### src/refcounted_slot_id_allocator_defines.svh
// ----------------------------------------------------------------------------
// Slot id allocator: assertion macros
// Shared concurrent assertion forms, clocked and disabled by the block reset.
// ----------------------------------------------------------------------------
`ifndef REFCOUNTED_SLOT_ID_ALLOCATOR_DEFINES_SVH
`define REFCOUNTED_SLOT_ID_ALLOCATOR_DEFINES_SVH

// Consequent checked at the same edge as the antecedent
`define RSID_ASSERT_SAME(label, clk, rst_n, ante, cons, msg) \
	label: assert property (@(posedge clk) disable iff (!rst_n) (ante) |-> (cons)) \
		else $error(msg);

// Consequent checked at the edge after the antecedent
`define RSID_ASSERT_NEXT(label, clk, rst_n, ante, cons, msg) \
	label: assert property (@(posedge clk) disable iff (!rst_n) (ante) |=> (cons)) \
		else $error(msg);

`endif

### src/rsid_pkg.sv
// ----------------------------------------------------------------------------
// Slot id allocator package
// Field widths, operation and register codes, controller/datapath interface.
// ----------------------------------------------------------------------------
package rsid_pkg;

	localparam int MODE_W      = 2;
	localparam int ID_W        = 10;
	localparam int NEXT_W      = 11;
	localparam int FIXED_W     = 10;
	localparam int RSV_W       = 11;
	localparam int CNT_OUT_W   = 16;
	localparam int WORD_W      = 32;
	localparam int BIT_W       = 5;
	localparam int CFG_IDX_W   = 1;
	localparam int CFG_DATA_W  = 11;
	localparam int IN_TDATA_W  = 16;
	localparam int OUT_TDATA_W = 32;

	localparam logic [MODE_W-1:0] MODE_ALLOC   = 2'd0;
	localparam logic [MODE_W-1:0] MODE_USE     = 2'd1;
	localparam logic [MODE_W-1:0] MODE_DISCARD = 2'd2;
	localparam logic [MODE_W-1:0] MODE_NOP     = 2'd3;

	localparam logic [CFG_IDX_W-1:0] CFG_FIXED_COUNT    = 1'd0;
	localparam logic [CFG_IDX_W-1:0] CFG_RESERVED_START = 1'd1;

	// Controller to datapath
	typedef struct packed {
		logic clear;
		logic load;
		logic scan;
		logic fail;
		logic take;
		logic rd;
		logic rmw;
		logic out_load;
	} cmd_t;

	// Datapath to controller
	typedef struct packed {
		logic clear_last;
		logic in_alloc;
		logic hit;
		logic exhausted;
	} sts_t;

	// Lowest clear bit of a busy word: {found, index}
	function automatic logic [BIT_W:0] find_free(input logic [WORD_W-1:0] busy);
		logic [BIT_W:0] r;
		r = '0;
		for (int i = WORD_W - 1; i >= 0; i--) begin
			if (!busy[i]) begin
				r = {1'b1, BIT_W'(i)};
			end
		end
		return r;
	endfunction

endpackage

### src/rsid_ctrl.sv
// ----------------------------------------------------------------------------
// Slot id allocator controller
// Sequences the clearing pass, bitmap scan, read-modify-write and result hand-off.
// ----------------------------------------------------------------------------
`include "refcounted_slot_id_allocator_defines.svh"

module rsid_ctrl (
	input  logic           clk,
	input  logic           arst_n,
	input  logic           s_tvalid,
	output logic           s_tready,
	output logic           m_tvalid,
	input  logic           m_tready,
	input  rsid_pkg::sts_t sts,
	output rsid_pkg::cmd_t cmd
);

	localparam logic [2:0] ST_CLEAR = 3'd0;
	localparam logic [2:0] ST_IDLE  = 3'd1;
	localparam logic [2:0] ST_SCAN  = 3'd2;
	localparam logic [2:0] ST_TAKE  = 3'd3;
	localparam logic [2:0] ST_RD    = 3'd4;
	localparam logic [2:0] ST_RMW   = 3'd5;
	localparam logic [2:0] ST_DONE  = 3'd6;

	logic [2:0] state_q;
	logic [2:0] state_d;
	logic       out_valid_q;
	logic       out_free;

	assign out_free = !out_valid_q || m_tready;
	assign s_tready = (state_q == ST_IDLE);
	assign m_tvalid = out_valid_q;

	always_comb begin
		state_d = state_q;
		cmd     = '0;
		unique case (state_q)
			ST_CLEAR: begin
				cmd.clear = 1'b1;
				if (sts.clear_last) begin
					state_d = ST_IDLE;
				end
			end
			ST_IDLE: begin
				if (s_tvalid) begin
					cmd.load = 1'b1;
					state_d  = sts.in_alloc ? ST_SCAN : ST_RD;
				end
			end
			ST_SCAN: begin
				cmd.scan = 1'b1;
				if (sts.hit) begin
					state_d = ST_TAKE;
				end else if (sts.exhausted) begin
					cmd.fail = 1'b1;
					state_d  = ST_DONE;
				end
			end
			ST_TAKE: begin
				cmd.take = 1'b1;
				state_d  = ST_DONE;
			end
			ST_RD: begin
				cmd.rd  = 1'b1;
				state_d = ST_RMW;
			end
			ST_RMW: begin
				cmd.rmw = 1'b1;
				state_d = ST_DONE;
			end
			ST_DONE: begin
				// hold the result until the output register is free
				if (out_free) begin
					cmd.out_load = 1'b1;
					state_d      = ST_IDLE;
				end
			end
			default: begin
				state_d = ST_IDLE;
			end
		endcase
	end

	always_ff @(posedge clk or negedge arst_n) begin
		if (!arst_n) begin
			state_q     <= ST_CLEAR;
			out_valid_q <= 1'b0;
		end else begin
			state_q <= state_d;
			if (cmd.out_load) begin
				out_valid_q <= 1'b1;
			end else if (m_tready) begin
				out_valid_q <= 1'b0;
			end
		end
	end

	`RSID_ASSERT_SAME(a_take_follows_hit, clk, arst_n, state_q == ST_TAKE, $past(sts.hit), "take without a scan hit")
	`RSID_ASSERT_NEXT(a_accept_starts_op, clk, arst_n, s_tvalid && s_tready, state_q == ST_SCAN || state_q == ST_RD, "accepted transaction did not start an operation")
	`RSID_ASSERT_SAME(a_no_result_overwrite, clk, arst_n, cmd.out_load, !out_valid_q || m_tready, "pending result overwritten")

endmodule

### config.mk
export PLATFORM = sky130hd
export DESIGN_NAME = rsid_ctrl
export DESIGN_NICKNAME = d
export VERILOG_FILES = /design/src/rsid_pkg.sv /design/src/rsid_ctrl.sv
export VERILOG_INCLUDE_DIRS = /design/src /design/src/src
export SDC_FILE = /design/constraint.sdc
export NUM_CORES = 1
export LEC_CHECK = 0
export BUFFER_PORTS_ARGS = -buffer_cell sky130_fd_sc_hd__buf_2
export CORE_AREA = 2 2 39 41
export CTS_CLUSTER_SIZE = 28
export DETAILED_ROUTE_END_ITERATION = 10
export DIE_AREA = 0 0 41 43
export PLACE_DENSITY = 0.44
export SLEW_MARGIN = 20
export SYNTH_ARGS = -nofsm -noshare
export SYNTH_HDL_FRONTEND = slang
export SYNTH_SLANG_ARGS = --single-unit
### constraint.sdc
create_clock -name clk -period 3.01 [get_ports clk]
set_input_delay 0.7525 -clock clk [delete_from_list [all_inputs] [get_ports clk]]
set_output_delay 0.7525 -clock clk [all_outputs]
set_load 0.1 [all_outputs]
==> metrics.md, run 1 <==
| Metric | Value |
|---|---|
| Final Max Tran Viols | 0 |
| Die ar. | between 1500 and 2000 um^2 |
| Starting density of the core | approximately a fifth |
| Vias in the first global route | approximately 260 |
| Post CTS Setup Buffer Count | 0 |
| Hold-fix buffers, CTS | 0 |
| Syn_area_per_cell | ~7.7 um^2 |
| Max Cap Viol | 0 |
| Top cells by area, synth | dfrtp_1, nor3_1, o21ai_0 |
| Post-synth top cells | dfrtp_1, nor2_1, nor3_1 |
| Top FF cell, synth | dfrtp_1 |
| Final period utilization | between 70% and 80% |
| Antenna violations before repair | 0 |
| Global route overflow | 0 |
| Port Buf Inserts | 17 |
| Slowest CP cell | dfrtp_1 |
| DP HPWL | between 500 and 600 um |
| Least-Margin Pin Slew | roughly 480 ps |
| Status | completed |
| Async SR Flop Fraction | 100.0% |
| Global Route Usage Sum | roughly 8.5% |
| Syn nets | 45 |
| Clock slew at reported path FFs | roughly 40 ps |
| Syn Inst Count | 37 |
| Top delay family on crit path | buffers and inverters |
| Sequential area share after synthesis | 34.93% |
| Max Root-Sink Buffers | 2 |
| First-pass GRT wire length | 986 um |
| Die height | ~43 um |
| Final Hold Fails | 0 |
| Dpl cell area | 382.9 um^2 |
| Area growth syn-to-layout | 41.48% |
| Post-CTS sizing | 0 |
| Drt wl/cell | approximately 9.5 um |
| DRT Pass-1 Iters | 4 |
| YS warnings | 0 |
| Achievable Freq | 425.5 MHz |
| Worst Setup End Kind | output pin |
| Hold Crit Class | input pin to async pin |
| Distinct cells, synth | 20 |
| Detailed Route Iter0 Violations | 2 |
| Mapped Area | ~290 um^2 |
| Reg2reg path depth | 3 |
| CTS tree | built |
| Post-Route WL | approximately 670 um |
| Worst R2R Setup Slack | around 1800 ps |
| Setup CP Type | flip-flop to output pin |
| Via/cell ratio | roughly 4.6 |
| Setup violations, final | 0 |
| Cell Rows | 14 |
| Share of cells above drive strength 1 | 46.30% |
| WP data arrival | between 1500 and 2000 ps |
| # DRC | 0 |
| Clock root cell | clkbuf_4 |
| CP max FO | 10 |
| I/O Pins | 18 |
| Antenna fix cells | 0 |
| Final instance area | 405.4 um^2 |
| Min cycle time layout | 2350 ps |
| RePlAce Congestion | 0.6511 |
| Post-synth top area share | a little over a third |
| Core ar. | ~1400 um^2 |
| Relative slew margins | about two thirds |
| Final net count | between 60 and 70 |
| Post-synth EDFFs | 0 |
| Clock sink total | 4 |
| Total CTS buffers | 3 |
| CP max stage delay | about 470 ps |
| Routed vias | around 320 |
| Unrepaired setup endpoints after global routing | no |
| Worst-skew pair later-pin latency | between 200 and 250 ps |
| Critical path data required time | roughly 2300 ps |
| Setup Skew | around 3.5 ps |
| Register bit total from synthesis | 4 |
| Reg2reg start | state_q[0] |
| Die W | 41 um |
| Pin count of the biggest net entering global routing | 13 |
| Critical path startpoint category | flip-flop |
| Buf+Inv Stages, Crit Path | 2 |
| Routed Antenna Nets | 0 |
| Worst reg2reg endpoint | state_q[0] |
| Cell taking the most area after synthesis | dfrtp_1 |
| Crit-path cells | inv_1 -> nand2_1 -> nor3b_2 -> buf_2 |
| # H-tree levels | 1 |
## layer usage
metal / wire [um] / vias to the layer above / track usage (%)
li1: - / 161 / -
met1: 314 / 148 / 11.36
met2: 289 / 12 / 10.63
met3: 61 / 0 / 7.853
met4: 0 / 0 / 0
met5: 0 / - / 0
## area by class of cell
type	instances	area [um^2]
fill	154	978.4
multi-input combinational	28	170.2
sequential	4	100.1
timing repair buffer	17	85.08
clock buffer	3	22.52
tap	16	20.02
inverter	2	7.507
## stage by stage
| stage | std cells | hold WS (ps) | setup TNS [ps] | setup WS (ps) | util (%) |
|---|---|---|---|---|---|
| after floorplan | 37 | 456.9 | -687.6 | -343.8 | - |
| after global placement | 67 | 561.3 | 0 | 714.2 | 27.67 |
| after detailed placement | 67 | 560.7 | 0 | 702.9 | 27.67 |
| after CTS | 70 | 308.8 | 0 | 641.9 | 29.29 |
| after global routing | 70 | 308.9 | 0 | 558.5 | 29.29 |
| final | 70 | 313.5 | 0 | 660.0 | 29.29 |
## layout by cell type (no fill, tap or decap), types with 2 or more instances in the layout
cell type	count
a21oi_1	2
buf_2	17
clkbuf_4	3
dfrtp_1	4
inv_1	2
nand2_1	3
nand2b_1	2
nor2_1	3
nor3_1	3
o21ai_0	3
## kinds of logic (layout without fill, tap and decap cells)
group                  Yosys count  count (layout)  share of synthesized area (%)
buffers and inverters            5              22                          10.04
AND/OR/NAND/NOR                 18              18                          32.32
AO/OA/AOI/OAI                   10              10                          22.71
flip-flops                       4               4                          34.94
## how the worst max path moves through the flow
stage,from,endpoint,slack (ps),cells past startpoint
global placement,sts[1],cmd[4],710,4
CTS,state_q[0],cmd[0],640,4
detailed placement,m_tready,cmd[0],700,4
floorplan,state_q[1],cmd[7],-340,2
global route,state_q[0],cmd[0],560,4
finish,state_q[0],cmd[0],660,4
## sequential cells by signal, indices dropped and copies added, names as in the netlist
name	cells
m_tvalid	1
state_q	3
Power of run 1 is not shown: default switching activity piles up to over one toggle a cycle in this logic, so the estimate is an artifact.
==> run 2, diff against run 1 <==
- PLACE_DENSITY: 0.44 -> 0.46
- clock period: 3.01 -> 1.9 ns (I/O delays scaled with it)
==> run 2 against run 1 <==
Net effect:
- non-clock buffer count rose by 3
- setup slack worse by 610 ps
- register-to-register slack worse by 1200 ps
- worst hold slack got worse by 290 ps
- die area unchanged
- clock skew rose by 1.5 ps
- global-route usage is 4.9 points higher
- largest cell class is now non-clock buffers
==> metrics.md, run 2 (same netlist as run 1, synthesis figures left out) <==
| Metric | Value |
|---|---|
| FILL cells | 135 |
| Final hold slack | 23.15 ps |
| GRT Max-Usage Layer | met1 |
| Crit-path cells | inv_1 -> nand2_1 -> nor3b_4 -> buf_12 |
| Final period utilization | 97.37% |
| First-pass GRT wire length | between 1000 and 1500 um |
| Post CTS Setup Buffer Count | 0 |
| Final net count | 67 |
| Port Buf Inserts | 17 |
| Total CTS buffers | 3 |
| Clock sink total | 4 |
| Max Root-Sink Buffers | 2 |
| WP data arrival | 1380 ps |
| Least-Margin Pin Slew | a little under 500 ps |
| Global route overflow | 0 |
| GR Layer Usage met3 | under 10% |
| Slowest CP cell | dfrtp_1 |
| Min cycle time layout | approximately 1900 ps |
| Max FFs per register | 3 |
| Unrepaired setup endpoints after global routing | yes |
| Pin count of the biggest net entering global routing | 10 |
| Most flops, register | state_q |
| Share of cells above drive strength 1 | between 60% and 70% |
| Area growth syn-to-layout | 111.8% |
| Top delay family on crit path | simple AND/OR/NAND/NOR gates |
| Cell Rows | 14 |
| Routed vias | ~340 |
| # DRC | 0 |
| Setup violations, final | 0 |
| Met1 Resource Use GR | between 15 and 20% |
| Worst R2R Setup Slack | between 600 and 700 ps |
| Met2 Usage GRT | approximately 16% |
| Status | completed |
| Die W | 41 um |
| Critical path startpoint category | flip-flop |
| Antenna violations before repair | 0 |
| Worst-skew pair later-pin latency | around 250 ps |
| Setup TNS | 0 ps |
| Via/cell ratio | between 4 and 5 |
| Setup CP Type | flip-flop to output pin |
| Commonest non-fill, non-tap cell in the layout | buf_12 |
| Final instance area | between 600 and 700 um^2 |
| Worst Setup End Kind | output pin |
| Clock root cell | clkbuf_4 |
| Starting density of the core | between 20% and 30% |
| Setup Skew | between 5 and 6 ps |
| Routed Antenna Nets | 0 |
| DP HPWL | between 600 and 700 um |
| DRT Pass-1 Iters | 3 |
| Final design utilization | 43.85% |
| Core ar. | 1384 um^2 |
| CTS tree | built |
| # H-tree levels | 1 |
| Final Max Tran Viols | 0 |
| Clock slew at reported path FFs | roughly 50 ps |
| CP max FO | 4 |
| Most frequent cells in the layout | buf_12, buf_2 |
| Die ar. | ~1800 um^2 |
| Detailed Route Iter0 Violations | 3 |
| I/O Pins | 18 |
| Post-Route WL | slightly above 800 um |
| Die height | 43 um |
| RePlAce Congestion | roughly 0.81 |
| Buf+Inv Stages, Crit Path | 2 |
| Antenna fix cells | 0 |
| Achievable Freq | 540.5 MHz |
| Critical path data required time | about 1400 ps |
| Drt wl/cell | 11.12 um |
| CP max stage delay | 370 ps |
| Hold Crit Class | input pin to async pin |
| Dpl cell area | 570.5 um^2 |
| Relative slew margins | 67.70% |
| Global Route Usage Sum | 13.39% |
| Max Cap Viol | 0 |
| Final Hold Fails | 0 |
| Vias in the first global route | 327 |
[run 2: final cells by class]
| cell class | instances | area (um^2) | share of cell area (%) |
|---|---|---|---|
| sequential | 4 | 103.9 | 17.11 |
| clock buffer | 4 | 26.28 | 4.330 |
| multi-input combinational | 28 | 206.4 | 34.02 |
| timing repair buffer | 20 | 242.7 | 40.00 |
| inverter | 2 | 7.507 | 1.237 |
| tap | 16 | 20.02 | 3.299 |
[run 2: through the flow]
| stage | std cells | setup slack [ps] |
|---|---|---|
| after CTS | 74 | 12.67 |
| after global placement | 70 | 266.9 |
| after floorplan | 37 | -337.1 |
| after global routing | 74 | -51.45 |
| final | 74 | 49.95 |
| after detailed placement | 70 | 263.7 |
[run 2: repair_timing]
item	in CTS	in global routing
hold endpoints to repair	0	0
gates resized for setup	1	3
setup endpoints to repair	1	2
hold buffers	0	0
[run 2: final timing paths]
| check | cells after the start | startpoint | endpoint |
|---|---|---|---|
| hold / removal | 1 | arst_n | state_q[0] |
| setup / recovery | 4 | state_q[0] | cmd[0] |
| max in group asynchronous | 1 | arst_n | state_q[2] |
| setup reg to reg | 4 | state_q[2] | state_q[0] |
| hold reg to reg | 2 | m_tvalid | m_tvalid |
| min in group clk | 3 | sts[1] | state_q[0] |
[run 2: routing by layer]
layer | share of wire (%) | vias up | routed length, um
li1 | - | 170 | -
met1 | 45 | 149 | 367
met2 | 45 | 15 | 367
met3 | 8.4 | 2 | 69
met4 | 2.3 | 0 | 19
met5 | 0 | - | 0
Power of run 2 is left out for the same reason.
